File: src/rtl/kpmt_pkg.sv
// ----------------------------------------------------------------------------
// kpmt_pkg: shared definitions for the keypad scanner with multi-tap entry
// Register indexes, reset values, key codes and the key-map result struct.
// ----------------------------------------------------------------------------
package kpmt_pkg;

	// Configuration register indexes
	localparam logic [1:0] REG_ENTRY_ENABLE   = 2'd0;
	localparam logic [1:0] REG_DEBOUNCE_LIMIT = 2'd1;
	localparam logic [1:0] REG_COMMIT_TIMEOUT = 2'd2;

	localparam int unsigned CFG_DATA_W = 16;

	// Register reset values
	localparam logic [7:0]  DEBOUNCE_LIMIT_RST = 8'd64;
	localparam logic [15:0] COMMIT_TIMEOUT_RST = 16'd4000;

	// Key indexes with special handling
	localparam logic [4:0] KEY_NONE    = 5'd0;
	localparam logic [4:0] KEY_ONE     = 5'd1;
	localparam logic [4:0] KEY_PQRS    = 5'd7;
	localparam logic [4:0] KEY_WXYZ    = 5'd9;
	localparam logic [4:0] KEY_ZERO    = 5'd11;
	localparam logic [4:0] KEY_BLOCKED = 5'd12;

	// Row drive patterns
	localparam logic [3:0] ROW_FIRST = 4'b0001;
	localparam logic [3:0] ROW_SECOND = 4'b0010;
	localparam logic [3:0] ROW_TOP = 4'b1000;

	// What the key map hands to the scan machine
	typedef struct packed {
		logic [4:0] scan_key;   // key under the driven row and sensed column
		logic [2:0] next_tap;   // tap index after one more press of the pending key
		logic [7:0] char_code;  // character of the pending key at its current tap
	} kpmt_key_info_t;

endpackage

File: src/rtl/kpmt_key_map.sv
// ----------------------------------------------------------------------------
// kpmt_key_map: key index, multi-tap advance and character decode
// Maps the driven row and column code to a key, steps the tap index of the
// pending key and decodes the pending key and tap into a character code.
// ----------------------------------------------------------------------------
module kpmt_key_map (
	input  logic [3:0]              row_pattern,
	input  logic [2:0]              column_sense,
	input  logic [4:0]              pending_key,
	input  logic [2:0]              tap_index,
	output kpmt_pkg::kpmt_key_info_t info
);
	import kpmt_pkg::*;

	logic [2:0] col_code;
	logic [2:0] tap_top;
	logic [7:0] k8;
	logic [7:0] t8;
	logic [4:0] scan_key;
	logic [2:0] next_tap;
	logic [7:0] char_code;

	assign k8 = {3'b000, pending_key};
	assign t8 = {5'b00000, tap_index};

	// Key index: column code four reads as three, row adds an offset
	always_comb begin
		col_code = (column_sense == 3'd4) ? 3'd3 : column_sense;
		case (row_pattern)
			ROW_TOP:    scan_key = {2'b00, col_code};
			ROW_FIRST:  scan_key = {2'b00, col_code} + 5'd3;
			ROW_SECOND: scan_key = {2'b00, col_code} + 5'd6;
			default:    scan_key = {2'b00, col_code} + 5'd9;
		endcase
	end

	// Tap cycle: wrap to the digit past the last letter of the key
	always_comb begin
		if (pending_key == KEY_ZERO)
			tap_top = 3'd2;
		else if (pending_key == KEY_PQRS || pending_key == KEY_WXYZ)
			tap_top = 3'd4;
		else
			tap_top = 3'd3;
		if (pending_key == KEY_ONE || tap_index >= tap_top)
			next_tap = 3'd0;
		else
			next_tap = tap_index + 3'd1;
	end

	// Character decode, modulo 256
	always_comb begin
		if (tap_index == 3'd0) begin
			char_code = (pending_key == KEY_ZERO) ? 8'h30 : k8 + 8'h30;
		end else begin
			case (pending_key)
				5'd2, 5'd3, 5'd4, KEY_PQRS:
					char_code = 8'((k8 - 8'd2) * 8'd3) + t8 + 8'h40;
				KEY_WXYZ:
					char_code = 8'd21 + t8 + 8'h41;
				5'd5, 5'd6:
					char_code = 8'((k8 - 8'd3) * 8'd3) + t8 + 8'h43;
				KEY_ZERO:
					char_code = 8'h20;
				default:
					char_code = {k8[5:0], 2'b00} + t8 + 8'd51;
			endcase
		end
	end

	assign info = {scan_key, next_tap, char_code};

endmodule

File: src/rtl/keypad_scan_multitap_entry.sv
// ----------------------------------------------------------------------------
// keypad_scan_multitap_entry: 4x3 keypad scanner with multi-tap text entry
// Scans a matrix keypad one tick per request, debounces press and release,
// and commits multi-tap characters on timeout or on a different key.
// ----------------------------------------------------------------------------
// Each request on the slave stream is one scan tick carrying the sensed column
// bits for the row currently driven and a flag that clears the character
// counter. Every tick yields exactly one response on the master stream with the
// row drive to apply next, the committed character (tuser high when one was
// committed this tick), the character and held-key counters, and the pending
// key and tap. The block takes one request per clock cycle: the whole state
// update for a tick is combinational logic between the input register and
// the response register, and the scan state feeds back into the next tick in
// that same cycle. A request passes through the input register and then the
// response register. A stalled master side holds the response register and
// backs up into the input register; requests keep flowing as soon as the
// response is taken. The configuration registers (entry enable, debounce limit,
// commit timeout) are written through the plain write port and take effect on
// the next tick; write them only while no tick is in flight.
// ----------------------------------------------------------------------------
module keypad_scan_multitap_entry (
	input  logic        clk,
	input  logic        arst_n,
	// Configuration write port
	input  logic        cfg_wr_en,
	input  logic [1:0]  cfg_addr,
	input  logic [kpmt_pkg::CFG_DATA_W-1:0] cfg_wdata,
	// Tick requests
	input  logic        s_tvalid,
	output logic        s_tready,
	input  logic [7:0]  s_tdata,   // [2:0] column_sense, [3] clear_count, [7:4] zero
	// Scan responses
	output logic        m_tvalid,
	input  logic        m_tready,
	output logic [39:0] m_tdata,   // [3:0] row_drive, [11:4] char_code, [19:12] char_count,
	                               // [27:20] held_count, [32:28] current_key,
	                               // [35:33] current_tap, [39:36] zero
	output logic        m_tuser    // [0] char_valid
);
	import kpmt_pkg::*;

	typedef enum logic [1:0] {
		PH_ROTATE,
		PH_ARM,
		PH_PRESS,
		PH_RELEASE
	} phase_t;

	// Configuration registers
	logic        entry_enable_q;
	logic [7:0]  debounce_limit_q;
	logic [15:0] commit_timeout_q;

	// Input stage
	logic        valid_s1;
	logic [2:0]  cols_s1;
	logic        clear_s1;
	logic        advance;

	// Scan state
	phase_t      phase_q, phase_n;
	logic [3:0]  row_q, row_n;
	logic [4:0]  key_q, key_n;
	logic [2:0]  tap_q, tap_n;
	logic [7:0]  count_q, count_n;
	logic [7:0]  balance_q, balance_n;
	logic [7:0]  debounce_q, debounce_n;
	logic [15:0] idle_q, idle_n;

	// Response register
	logic        char_valid_q;
	logic [7:0]  char_code_q;
	logic        emit;

	kpmt_key_info_t info;

	kpmt_key_map u_key_map (
		.row_pattern  (row_q),
		.column_sense (cols_s1),
		.pending_key  (key_q),
		.tap_index    (tap_q),
		.info         (info)
	);

	// Move the held tick into the response register when that register frees up
	assign advance  = valid_s1 && (!m_tvalid || m_tready);
	assign s_tready = !valid_s1 || advance;

	always_ff @(posedge clk or negedge arst_n) begin
		if (!arst_n) begin
			entry_enable_q   <= 1'b0;
			debounce_limit_q <= DEBOUNCE_LIMIT_RST;
			commit_timeout_q <= COMMIT_TIMEOUT_RST;
		end else if (cfg_wr_en) begin
			case (cfg_addr)
				REG_ENTRY_ENABLE:   entry_enable_q   <= cfg_wdata[0];
				REG_DEBOUNCE_LIMIT: debounce_limit_q <= cfg_wdata[7:0];
				REG_COMMIT_TIMEOUT: commit_timeout_q <= cfg_wdata[15:0];
				default: ;
			endcase
		end
	end

	// Capture the tick request
	always_ff @(posedge clk or negedge arst_n) begin
		if (!arst_n) begin
			valid_s1 <= 1'b0;
		end else if (s_tready) begin
			valid_s1 <= s_tvalid;
		end
	end

	always_ff @(posedge clk) begin
		if (s_tready && s_tvalid) begin
			cols_s1  <= s_tdata[2:0];
			clear_s1 <= s_tdata[3];
		end
	end

	// One tick of the scan machine
	always_comb begin
		phase_n    = phase_q;
		row_n      = row_q;
		key_n      = key_q;
		tap_n      = tap_q;
		balance_n  = balance_q;
		emit       = 1'b0;
		// Clear the counter first, then advance both timers with saturation
		count_n    = clear_s1 ? 8'd0 : count_q;
		debounce_n = (debounce_q == 8'hFF) ? debounce_q : debounce_q + 8'd1;
		idle_n     = (idle_q == 16'hFFFF) ? idle_q : idle_q + 16'd1;

		case (phase_q)
			PH_ROTATE: begin
				row_n   = row_q[3] ? ROW_FIRST : {row_q[2:0], 1'b0};
				phase_n = PH_ARM;
			end
			PH_ARM: begin
				// Commit the pending key once the idle timeout has passed
				if (key_q != KEY_NONE) begin
					if (idle_n >= commit_timeout_q && entry_enable_q &&
					    key_q != KEY_BLOCKED) begin
						emit  = 1'b1;
						key_n = KEY_NONE;
					end
				end else begin
					idle_n = 16'd0;
				end
				if (cols_s1 != 3'd0) begin
					debounce_n = 8'd0;
					phase_n    = PH_PRESS;
				end else begin
					phase_n = PH_ROTATE;
				end
			end
			PH_PRESS: begin
				if (debounce_n >= debounce_limit_q) begin
					if (cols_s1 == 3'd0) begin
						phase_n = PH_ROTATE;
					end else begin
						balance_n  = balance_q + 8'd1;
						debounce_n = 8'd0;
						if (key_q == KEY_NONE) begin
							key_n = info.scan_key;
						end else if (key_q == info.scan_key) begin
							tap_n = info.next_tap;
						end else begin
							// Different key: commit the old one, start over
							if (entry_enable_q && key_q != KEY_BLOCKED)
								emit = 1'b1;
							idle_n = 16'd0;
							key_n  = info.scan_key;
						end
						phase_n = PH_RELEASE;
					end
				end
			end
			PH_RELEASE: begin
				if (debounce_n >= debounce_limit_q) begin
					if (cols_s1 == 3'd0) begin
						balance_n = balance_q - 8'd1;
						phase_n   = PH_ARM;
					end else begin
						debounce_n = 8'd0;
					end
				end
			end
			default: phase_n = PH_ROTATE;
		endcase

		if (emit) begin
			count_n = count_n + 8'd1;
			tap_n   = 3'd0;
		end
	end

	// Scan state and response control
	always_ff @(posedge clk or negedge arst_n) begin
		if (!arst_n) begin
			phase_q    <= PH_ROTATE;
			row_q      <= ROW_FIRST;
			key_q      <= KEY_NONE;
			tap_q      <= 3'd0;
			count_q    <= 8'd0;
			balance_q  <= 8'd0;
			debounce_q <= 8'd0;
			idle_q     <= 16'd0;
			m_tvalid   <= 1'b0;
		end else begin
			if (advance) begin
				phase_q    <= phase_n;
				row_q      <= row_n;
				key_q      <= key_n;
				tap_q      <= tap_n;
				count_q    <= count_n;
				balance_q  <= balance_n;
				debounce_q <= debounce_n;
				idle_q     <= idle_n;
				m_tvalid   <= 1'b1;
			end else if (m_tready) begin
				m_tvalid   <= 1'b0;
			end
		end
	end

	// Character payload of the response
	always_ff @(posedge clk) begin
		if (advance) begin
			char_valid_q <= emit;
			char_code_q  <= emit ? info.char_code : 8'd0;
		end
	end

	assign m_tuser = char_valid_q;
	assign m_tdata = {4'b0000, tap_q, key_q, balance_q, count_q, char_code_q, row_q};

endmodule
File: config.mk
export PLATFORM = sky130hd
export DESIGN_NAME = keypad_scan_multitap_entry
export DESIGN_NICKNAME = d
export VERILOG_FILES = /design/src/rtl/kpmt_pkg.sv /design/src/rtl/kpmt_key_map.sv /design/src/rtl/keypad_scan_multitap_entry.sv
export SDC_FILE = /design/constraint.sdc
export NUM_CORES = 1
export LEC_CHECK = 0
export BUFFER_PORTS_ARGS = -buffer_cell sky130_fd_sc_hd__buf_4
export CORE_ASPECT_RATIO = 2
export CORE_MARGIN = 2
export CORE_UTILIZATION = 35
export DETAILED_ROUTE_END_ITERATION = 10
export HOLD_SLACK_MARGIN = 0.08
export PLACE_DENSITY = 0.63
export SLEW_MARGIN = 20
export SYNTH_ARGS = -nofsm -noshare
export SYNTH_HDL_FRONTEND = slang
export SYNTH_SLANG_ARGS = --single-unit
File: constraint.sdc
create_clock -name clk -period 10.1 [get_ports clk]
set_input_delay 2.02 -clock clk [delete_from_list [all_inputs] [get_ports clk]]
set_output_delay 2.02 -clock clk [all_outputs]
set_load 0.01 [all_outputs]
Word level (Yosys, flattened, before mapping) --
Cells that the tools add are included.
Storage, ports and cells: register bits 94, output and inout bits 43
Cells by class: $add $sub $neg 20, multipliers 2, $lt $le $gt $ge 3, equal/unequal tests 31, multiplexer cells 57, reductions and logical operators 35
Operators by type and width (count):
- $mux W16 | 6
- $mux W8 | 12
- $pmux W16 S2 | 1
- $pmux W8 S2 | 2
- $pmux W8 S4 | 1
- $mux W3 | 10
- $mux W5 | 6
- $add A8 B1 Y8 const B | 3
- $add A8 B7 Y8 const B | 3
- $eq A5 B3 Y1 const B | 4
- $add A16 B1 Y16 const B | 1
- $add A8 B3 Y8 | 2
- $eq A16 B16 Y1 const B | 1
- $ge A16 B16 Y1 | 1
- $mul A8 B2 Y8 const B | 2
- $ne A2 B2 Y1 const B | 8
- $pmux W5 S3 | 1
- $reduce_and A6 Y1 | 2
- $reduce_bool A2 Y1 | 6
- $sub A5 B2 Y6 const B | 2
- $eq A5 B2 Y1 const B | 2
- $eq A5 B4 Y1 const B | 2
- $mux W2 | 5
- $pmux W5 S2 | 1
- other kinds (39) | 64

Logic depth before layout (Yosys ltp) --
Gate-level depths: netlist (run 1).
depth after elaboration 13, gate-level depth with buffers 19, depth with buffers taken out 18

By module --
Synthesis (run 1) repeated with hierarchy kept, for this count alone.
Second synthesis, totals: cells, all modules 825, area, all modules 7609.8 um^2
Modules (own cells, without submodules):
- keypad_scan_multitap_entry | instances 1, cells each 568, area each 5657.9 um^2, sequential area each 2427.3 um^2
- kpmt_key_map | instances 1, cells each 257, area each 1951.9 um^2, sequential area each 0.0 um^2

Least setup slack after synthesis (run 1) --
No wires, ideal clock.
path type input to output, start input port m_tready, end output port s_tready, arrival 2229 ps, required time 8080 ps, slack 5851 ps, stages on the path 1, path buffers 0, path through nand3b_1
On the way: cells in the longest elaborated chain, start to end 3
RTL lines:
- start, declared | RTL line keypad_scan_multitap_entry.sv:34 | input logic m_tready,
- $logic_or A1 B1 Y1 | RTL line keypad_scan_multitap_entry.sv:86 | assign advance = valid_s1 && (!m_tvalid || m_tready);
- $logic_and A1 B1 Y1 | RTL line keypad_scan_multitap_entry.sv:86
- $logic_or A1 B1 Y1 | RTL line keypad_scan_multitap_entry.sv:87 | assign s_tready = !valid_s1 || advance;
- end, declared | RTL line keypad_scan_multitap_entry.sv:30 | output logic s_tready,
Every way passes these cells.

Worst setup path after layout (run 1) --
start register idle_q[3], end register tap_q[2]
On the way: cells in the longest elaborated chain, start to end 10, elaborated cells between the ends (all ways) 16, those cells by class add/sub: 1; order compare: 1; eq/ne: 3; mux: 5; reduce/logical: 6
RTL lines:
- start, declared | RTL line keypad_scan_multitap_entry.sv:68 | logic [15:0] idle_q, idle_n;
- start signal, assigned | RTL line keypad_scan_multitap_entry.sv:218 | idle_q <= idle_n;
- $add A16 B1 Y16 or $eq A16 B16 Y1 (tied branches) | RTL line keypad_scan_multitap_entry.sv:131 | idle_n = (idle_q == 16'hFFFF) ? idle_q : idle_q + 16'd1;
- $mux W16 (*) | RTL line keypad_scan_multitap_entry.sv:131
- $ge A16 B16 Y1 (*) | RTL line keypad_scan_multitap_entry.sv:141 | if (idle_n >= commit_timeout_q && entry_enable_q &&
- $logic_and A1 B1 Y1 (*) (2 in a row) | RTL line keypad_scan_multitap_entry.sv:141
- $mux W1 (*) | RTL line keypad_scan_multitap_entry.sv:141
- $mux W1 (*) | RTL line keypad_scan_multitap_entry.sv:140 | if (key_q != KEY_NONE) begin
- $pmux W1 S2 (*) | RTL line keypad_scan_multitap_entry.sv:133 | case (phase_q)
- net emit | RTL line keypad_scan_multitap_entry.sv:73 | logic emit;
- $ne A2 B2 Y1 (no source line) or $reduce_bool A2 Y1 (tied branches)
- $reduce_and A6 Y1 (no source line)
- end signal, assigned | RTL line keypad_scan_multitap_entry.sv:214 | tap_q <= tap_n;
- end, declared | RTL line keypad_scan_multitap_entry.sv:64 | logic [2:0] tap_q, tap_n;
The timed path passes the listed nets; every way through them passes the cells marked *. A chain may end at the register's enable or synchronous reset.

==> results of run 1 <==
[cell type report]
| class | count | area (um^2) | area share [%] |
|---|---|---|---|
| multi-input combinational | 605 | 4517 | 54.35 |
| clock buffer | 10 | 229.0 | 2.755 |
| clock inverter | 6 | 46.29 | 0.5571 |
| tap | 266 | 332.8 | 4.005 |
| timing repair buffer | 68 | 510.5 | 6.143 |
| inverter | 66 | 247.7 | 2.981 |
| sequential | 94 | 2427 | 29.21 |
[synth_stat cells (13+ instances only)]
master / n
o21ai_0: 46
dfrtp_1: 73
a21oi_1: 34
edfxtp_1: 13
nand2b_1: 19
xnor2_1: 37
nand3_1: 25
a21o_1: 19
inv_1: 65
a22o_1: 16
nor2_1: 50
mux2_2: 32
ha_1: 80
nor3_1: 14
nand2_1: 69
xor2_1: 15
clkbuf_1: 19
[critical path, cell delays in order, from the launching register on]
cell and delay [ns]:
dfrtp_1 0.45, and3_1 0.27, nand3_1 0.15, nor4_1 0.53
nand3_1 0.36, and4_1 0.37, nand3_1 0.15, xnor2_1 0.15
ha_1 0.26, a22o_1 0.23, o41ai_1 0.44, a31oi_1 0.21
o211ai_1 0.37, o31ai_4 0.19, nand2_2 0.29, inv_2 0.13
o31ai_1 0.27, a22o_1 0.17
[sequential cells by signal, summed over array words and instances (netlist names)]
signal,count
commit_timeout_q,16
idle_q,16
balance_q,8
char_code_q,8
count_q,8
debounce_limit_q,8
debounce_q,8
key_q,5
row_q,4
cols_s1,3
tap_q,3
phase_q,2
clear_s1,1
entry_enable_q,1
m_tuser,1
m_tvalid,1
valid_s1,1
[routing by layer]
metal | part of all wire [%] | routed length [um] | vias to the layer above | GRT usage, %
li1 | - | - | 2925 | -
met1 | 35 | 6239 | 2928 | 15.93
met2 | 57 | 10370 | 120 | 33.71
met3 | 2.7 | 483 | 56 | 2.620
met4 | 5.4 | 971 | 0 | 10.66
met5 | 0 | 0 | - | 0
[power by group through the flow]
stage,combinational [mW],clock [mW],sequential [mW]
CTS,1.06,0.340,0.539
global route,1.18,0.353,0.552
global placement,1.04,0,0.546
detailed placement,1.05,0,0.546
floorplan,0.779,0,0.522
finish,1.05,0.332,0.539
[final timing paths]
| kind | startpoint | endpoint | slack, ns | depth (start not counted) |
|---|---|---|---|---|
| hold / removal | balance_q[7]$_DFFE_PN0P_ | balance_q[7]$_DFFE_PN0P_ | 0.50 | 1 |
| setup / recovery | idle_q[3]$_DFFE_PN0P_ | tap_q[2]$_DFFE_PN0P_ | 5.06 | 17 |
| hold reg to reg | balance_q[7]$_DFFE_PN0P_ | balance_q[7]$_DFFE_PN0P_ | 0.50 | 1 |
| setup reg to reg | idle_q[3]$_DFFE_PN0P_ | tap_q[2]$_DFFE_PN0P_ | 5.06 | 17 |
| max in group asynchronous | arst_n | row_q[3]$_DFFE_PN0P_ | 7.46 | 2 |
| min in group asynchronous | arst_n | commit_timeout_q[1]$_DFFE_PN0P_ | 1.62 | 1 |
[stage by stage]
step / worst slack [ns] / power, mW
4_1_cts: 5.028 / 1.939
3_5_place_dp: 5.061 / 1.599
6_report: 5.061 / 1.920
3_3_place_gp: 5.069 / 1.582
5_1_grt: 4.600 / 2.081
2_1_floorplan: 5.851 / 1.302
[logic make-up (layout without fill, tap and decap cells)]
logic type | count (synthesis) | in the layout | synth area share, %
mux | 38 | 38 | 5.734
xor+xnor | 53 | 53 | 6.434
other cells | 1 | 4 | 0.05115
buf+inv | 97 | 150 | 5.444
simple gates | 241 | 241 | 16.60
fa+ha+maj | 87 | 87 | 15.56
compound gates | 182 | 182 | 17.06
flops | 94 | 94 | 33.11
==> results.yml, run 1 <==
outcome:
  status: "finished, final reports clean"
logic_synthesis:
  syn_inst: 793
  synth_edf_count: 13
  seq_area_frac_synth_pct: 33.11
  synthFlopType: "dfrtp_1"
  synth-seq-cells: 94
  avgSynthCellArea_um2: 9.246
  yosysWarnings: 0
  netlist_top_cells_area: "dfrtp_1 25%, ha_1 14%, edfxtp_1 5.3%"
  synth_top_cell_by_area: "dfrtp_1"
  synth.distinct_cells: 74
  synthArstFlopShare_pct: 86.17
  synth_area_um2: 7332
  yosysTopAreaCellShare_pct: 24.91
final_layout:
  layout_commonest_cell: "ha_1"
  antenna_cells: 0
  nets: 962
  area_delta_synth_final_pct: 13.34
  fin_cells: 1115
  fin_area_um2: 8310
  final_core_util_pct: 40.61
  final_cell_mix: "80 x ha_1, 73 x dfrtp_1, 69 x nand2_1"
  nFillCells: 2064
  drive_above_1_share_pct: 16.02
sta:
  timing.final.crit_period_ns: 5.039
  hold_violations: 0
  setup_tns_ns: 0
  fmax_ghz: 0.1984
  finClkSkew_ns: 0.01667
  period_share_pct: 49.89
  fin_hold_ws_ns: 0.5001
  rsz0062_at_grt: "no"
  drv_slew: 0
  relSlewSlack_pct: 24.10
  worst_pin_slew_ns: 1.137
  setup_viol: 0
placed_design:
  post-place-cells: 1099
  gp_congestion: 0.9287
  post_dp_cell_area_um2: 8035
  dpl.hpwl_mm: 14.14
  io_buffers: 65
clock_tree:
  post_cts_buffers: 0
  clk_latency_ns: 0.37
  htree_levels: 3
  clockBufferDepth: 2
  cts-buffers-inserted: 9
  cts.clk_slew.worst_paths_ns: 0.08
  cts_tree: "built"
  cts.root.buffer_cell: "clkbuf_16"
  hold_buffers: 0
  cts_sinks: 94
  cts.repair.resized: 0
setup_path:
  crit_required_ns: 10.41
  setup.worst_path.class: "reg2reg"
  cp-start-kind: "flop"
  cp.arrival_ns: 5.35
  path_max_fanout: 13
  crit_path_end_kind: "flop"
power_and_ir_drop:
  clkPwrFrac_pct: 17.3
  powerDensity_nw_per_um2: 231.1
  swShare_pct: 43.46
  p_leak_nw: 3.895
  intPower_mw: 1.086
  comb_power_share_pct: 54.7
  p_sw_mw: 0.8346
  ir_worst_vdd_uv: 153.9
  pwr-share-seq_pct: 28.1
global_route:
  grt-ovfl-total: 0
  grt_pass1_vias: 6195
  antenna_found_initial: 0
  track_usage_pct: 17.17
  grt_max_degree: 47
  grt_pass1_wl_mm: 30.07
flow_run:
  drv_cap: 0
floorplan:
  core_region_area_um2: 20460
  start_util_pct: 35.83
  dieArea_um2: 22190
  rows: 74
  die_x_um: 106.3
  io_pins: 74
  die-height_um: 208.7
drt:
  ant_nets: 0
  drc: 0
  vias_per_cell: 5.407
  wl_per_cell_um: 16.20
  vias: 6029
  drtPass1Iterations: 4
  drt_wl_total_mm: 18.06
  drt_iter0_markers: 193
min_path:
  hold_path.class: "reg2reg"
(Power assumes the default switching activity.)
==> inputs of run 2 (changes only) <==
--- a/config.mk
+++ b/config.mk
@@ -11,7 +11,7 @@
 export CORE_UTILIZATION = 35
 export DETAILED_ROUTE_END_ITERATION = 10
 export HOLD_SLACK_MARGIN = 0.08
-export PLACE_DENSITY = 0.63
+export PLACE_DENSITY = 0.65
 export SLEW_MARGIN = 20
 export SYNTH_ARGS = -nofsm -noshare
 export SYNTH_HDL_FRONTEND = slang
==> constraint.sdc (replaced) <==
create_clock -name clk -period 4.1 [get_ports clk]
set_input_delay 0.82 -clock clk [delete_from_list [all_inputs] [get_ports clk]]
set_output_delay 0.82 -clock clk [all_outputs]
set_load 0.01 [all_outputs]
==> results.yml, run 2 (synthesis results as in run 1) <==
final_layout:
  reg_top3: "commit_timeout_q (16), idle_q (16)"
  drive_above_1_share_pct: 23.63
  layout_commonest_cell: "buf_4"
  final_cell_mix: "127 x buf_4, 79 x ha_1, 73 x dfrtp_1"
  antenna_cells: 0
  nets: 1023
  fin_area_um2: 8922
  area_delta_synth_final_pct: 21.69
  fin_cells: 1176
floorplan:
  die-height_um: 208.7
  dieArea_um2: 22190
  start_util_pct: 35.83
  rows: 74
  die_x_um: 106.3
  core_region_area_um2: 20460
  io_pins: 74
drt:
  ant_nets: 0
  wl_met3_um: 472
  vias_per_cell: 5.353
  drc: 0
  drtPass1Iterations: 5
  drt_iter0_markers: 228
  wl_per_cell_um: 16.45
  topRoutingLayerUsed: "met4"
  vias: 6295
  wl_met2_mm: 11.34
  drt-met1-wl_mm: 6.607
  drt_wl_total_mm: 19.35
placed_design:
  post_dp_cell_area_um2: 8431
  dpl.hpwl_mm: 15.10
  post-place-cells: 1150
  io_buffers: 65
  gp_congestion: 0.9062
clock_tree:
  cts_sinks: 94
  clockBufferDepth: 2
  hold_buffers: 0
  clk_latency_ns: 0.36
  cts-buffers-inserted: 9
  htree_levels: 3
  cts.root.buffer_cell: "clkbuf_16"
  cts_tree: "built"
  cts.clk_slew.worst_paths_ns: 0.08
flow_run:
  drv_cap: 0
global_route:
  grt_pass1_wl_mm: 31.33
  grt_max_degree: 63
  antenna_found_initial: 0
  grt-ovfl-total: 0
  track_usage_pct: 17.79
  grt_pass1_vias: 6395
setup_path:
  path_max_fanout: 5
  cp.arrival_ns: 4.16
  cp-start-kind: "flop"
  crit_chain: "ha_2 -> nand2_4 -> nor4_4 -> nand3_2 -> buf_6 -> buf_4 -> buf_4 -> nand2_1 -> nand2_1 -> ha_1 -> o211ai_1 -> a21oi_1 -> o41ai_2 -> buf_4 -> a31oi_4 -> o211ai_1 -> buf_4 -> o31ai_4 -> nand2_2 -> buf_4 -> or4_1 -> o311ai_1"
  crit_buf_inv: 6
  crit_top_cell: "buf_4"
  setup.worst_path.class: "reg2reg"
  cp_slowest_stage_delay_ns: 0.50
  crit_path_end_kind: "flop"
  cp_top_family: "simple AND/OR/NAND/NOR gates"
  crit_path_top_delay_cell: "or4_1"
  crit_required_ns: 4.35
sta:
  worst_pin_slew_ns: 0.8327
  finClkSkew_ns: 0.01225
  drv_slew: 0
  hold_violations: 0
  setup_tns_ns: 0
  fin_hold_ws_ns: 0.4998
  setup_viol: 0
  fmax_ghz: 0.2561
  timing.final.crit_period_ns: 3.905
  relSlewSlack_pct: 44.32
  period_share_pct: 95.24
outcome:
  status: "finished, final reports clean"
min_path:
  hold_path.class: "reg2reg"
power_and_ir_drop:
  p_leak_nw: 4.253
  powerDensity_nw_per_um2: 557.1
  ir_worst_vdd_uv: 374.2
## run 2: cell types whose count changed in the layout (fill, tap and decap cells not counted), moves of 2 or more
cell / delta
nand3_1: -2
and3_1: -2
nand2_1: -3
buf_4: +59
nand2_2: +2
nor2_1: -2
nand3_2: +2
## run 2: final timing paths
path                                           from                               to  cells after the start  slack (ns)
hold / removal             balance_q[7]$_DFFE_PN0P_         balance_q[7]$_DFFE_PN0P_                      1        0.50
hold reg to reg            balance_q[7]$_DFFE_PN0P_         balance_q[7]$_DFFE_PN0P_                      1        0.50
max in group asynchronous                    arst_n           phase_q[0]$_DFFE_PN0P_                      2        2.73
min in group asynchronous                    arst_n  commit_timeout_q[2]$_DFFE_PN0P_                      1        0.55
setup reg to reg              idle_q[1]$_DFFE_PN0P_           count_q[3]$_DFFE_PN0P_                     22        0.20
setup / recovery              idle_q[1]$_DFFE_PN0P_           count_q[3]$_DFFE_PN0P_                     22        0.20
## run 2: timing repair
| action | in CTS | in global routing |
|---|---|---|
| gates resized for setup | 4 | 24 |
| buffers inserted | 3 | 7 |
| pin swaps | 3 | 10 |
| setup endpoints to repair | 26 | 49 |
## run 2: cell type report
| cell class | count | area, um^2 |
|---|---|---|
| multi-input cells | 605 | 4638 |
| inverters | 66 | 247.7 |
| clock buffers | 10 | 239.0 |
| repair buffers | 129 | 984.7 |
| flip-flops and latches | 94 | 2427 |
| clock inverters | 6 | 52.55 |
| well taps | 266 | 332.8 |
| fillers | 2030 | 11540 |
## run 2: through the flow
step                      setup slack [ns]  util [%]  total power [mW]
after CTS                          0.03905     42.87             4.966
after detailed placement           -0.1075     41.20             4.101
after global routing              -0.01863     43.60             5.365
after global placement            -0.02043     41.20             4.044
final                               0.1952     43.60             4.971
after floorplan                   0.009826         -             3.206
## run 2: layer usage
layer | track usage, % | vias up
met5 | 0 | -
met4 | 10.30 | 0
met3 | 2.027 | 45
met2 | 35.68 | 123
met1 | 16.59 | 3085
li1 | - | 3042
## run 2: power by group
group	switching (mW)	total, mW	leakage [nW]	internal [mW]
combinational	1.59	2.86	2.97	1.27
clock	0.403	0.843	0.143	0.439
sequential	0.147	1.26	1.14	1.12
==> inputs of run 3 (changes only) <==
--- a/config.mk
+++ b/config.mk
@@ -11,7 +11,7 @@
 export CORE_UTILIZATION = 35
 export DETAILED_ROUTE_END_ITERATION = 10
 export HOLD_SLACK_MARGIN = 0.08
-export PLACE_DENSITY = 0.65
+export PLACE_DENSITY = 0.63
 export SLEW_MARGIN = 20
 export SYNTH_ARGS = -nofsm -noshare
 export SYNTH_HDL_FRONTEND = slang
==> constraint.sdc (replaced) <==
create_clock -name clk -period 4.8 [get_ports clk]
set_input_delay 0.96 -clock clk [delete_from_list [all_inputs] [get_ports clk]]
set_output_delay 0.96 -clock clk [all_outputs]
set_load 0.01 [all_outputs]
==> results.yml, run 3 (synthesis results as in run 1) <==
outcome:
  status: "finished, final reports clean"
clock_tree:
  cts-buffers-inserted: 9
  cts.root.buffer_cell: "clkbuf_16"
  clk_latency_ns: 0.37
  cts_tree: "built"
  cts_sinks: 94
  clockBufferDepth: 2
  cts.clk_slew.worst_paths_ns: 0.07
  htree_levels: 3
floorplan:
  rows: 74
  die-height_um: 208.7
  start_util_pct: 35.83
  die_x_um: 106.3
  io_pins: 74
  dieArea_um2: 22190
  core_region_area_um2: 20460
sta:
  fin_hold_ws_ns: 0.5049
  drv_slew: 0
  fmax_ghz: 0.2277
  finClkSkew_ns: 0.008843
  setup_tns_ns: 0
  hold_violations: 0
  setup_viol: 0
  timing.final.crit_period_ns: 4.391
  period_share_pct: 91.48
  worst_pin_slew_ns: 0.8405
  relSlewSlack_pct: 43.80
  setup_slack_ns: 0.4091
  rsz0062_at_grt: "no"
placed_design:
  post_dp_cell_area_um2: 8125
  io_buffers: 65
  dpl.hpwl_mm: 14.43
  gp_congestion: 0.9341
  place_ws_ns: 0.3992
drt:
  drt_iter0_markers: 162
  drt_wl_total_mm: 18.27
  wl_per_cell_um: 16.20
  drtPass1Iterations: 5
  ant_nets: 0
  vias_per_cell: 5.302
  vias: 5981
  drc: 0
global_route:
  antenna_found_initial: 0
  grt-ovfl-total: 0
  track_usage_pct: 17.49
  grt_pass1_wl_mm: 30.82
  grt_max_degree: 55
  grt_pass1_vias: 6293
final_layout:
  final_cell_mix: "81 x buf_4, 80 x ha_1, 73 x dfrtp_1"
  nets: 975
  drive_above_1_share_pct: 17.52
  area_delta_synth_final_pct: 15.10
  antenna_cells: 0
  layout_commonest_cell: "buf_4"
  fin_area_um2: 8439
  reg_top3: "commit_timeout_q (16), idle_q (16)"
setup_path:
  cp_slowest_stage_delay_ns: 0.44
  cp_top_family: "compound AO/OA/AOI/OAI gates"
  crit_path_top_delay_cell: "dfrtp_1"
  cp.arrival_ns: 4.65
  crit_required_ns: 5.06
  crit_top_cell: "buf_4"
  cp-start-kind: "flop"
  crit_chain: "and3_1 -> nand3_1 -> nor4_2 -> nand3_1 -> buf_4 -> nand4_1 -> nor2_1 -> xor2_1 -> ha_1 -> nand2_1 -> a21oi_1 -> o41ai_1 -> buf_4 -> a31oi_1 -> o211ai_1 -> buf_4 -> buf_4 -> a21boi_0 -> o21ai_1 -> o31ai_1 -> a22o_1"
  crit_buf_inv: 4
  crit_path_end_kind: "flop"
  path_max_fanout: 6
  setup.worst_path.class: "reg2reg"
power_and_ir_drop:
  powerDensity_nw_per_um2: 486.4
  p_leak_nw: 3.969
  ir_worst_vdd_uv: 294.7
  power_mw: 4.105
flow_run:
  drv_cap: 0
min_path:
  hold_path.class: "reg2reg"
==> run 3: worst paths after layout <==
path                                          startpoint                               to  slack [ns]  cells after the start
max in group asynchronous                         arst_n             row_q[0]$_DFFE_PN1P_        3.22                      2
worst min-delay path            balance_q[7]$_DFFE_PN0P_         balance_q[7]$_DFFE_PN0P_        0.50                      1
worst max-delay path               idle_q[3]$_DFFE_PN0P_             tap_q[2]$_DFFE_PN0P_        0.41                     21
worst max register to register     idle_q[3]$_DFFE_PN0P_             tap_q[2]$_DFFE_PN0P_        0.41                     21
worst min register to register  balance_q[7]$_DFFE_PN0P_         balance_q[7]$_DFFE_PN0P_        0.50                      1
min in group asynchronous                         arst_n  commit_timeout_q[6]$_DFFE_PN0P_        0.64                      1
==> run 3: stage by stage <==
stage | cells | utilization (%)
floorplan | 796 | -
global placement | 1111 | 39.71
detailed placement | 1111 | 39.71
CTS | 1127 | 41.12
global route | 1128 | 41.24
finish | 1128 | 41.24
==> run 3: layout make-up <==
class	instances	area [um^2]
clock buffer	9	225.2
clock inverter	7	62.56
fill	2068	12020
inverter	66	247.7
multi-input combinational	605	4536
sequential	94	2427
tap	266	332.8
timing repair buffer	81	608.1
==> run 3: where the power goes <==
part           internal, mW  switching (mW)  total, mW
clock                 0.364           0.355      0.719
sequential            0.953           0.164       1.12
combinational          1.01            1.26       2.27
==> run 3: timing repair <==
| action | CTS | global route |
|---|---|---|
| endpoints found under the setup margin | 0 | 17 |
| resized for setup | 0 | 1 |
| hold endpoints to repair | 0 | 0 |
| hold buffers | 0 | 0 |
| setup buffers | 0 | 1 |
==> run 3: layer usage <==
metal  global-route usage (%)  part of all wire (%)
met1                    16.64                    35
met2                    34.48                    58
met3                    2.620                   2.2
met4                    9.619                   4.2
met5                        0                     0
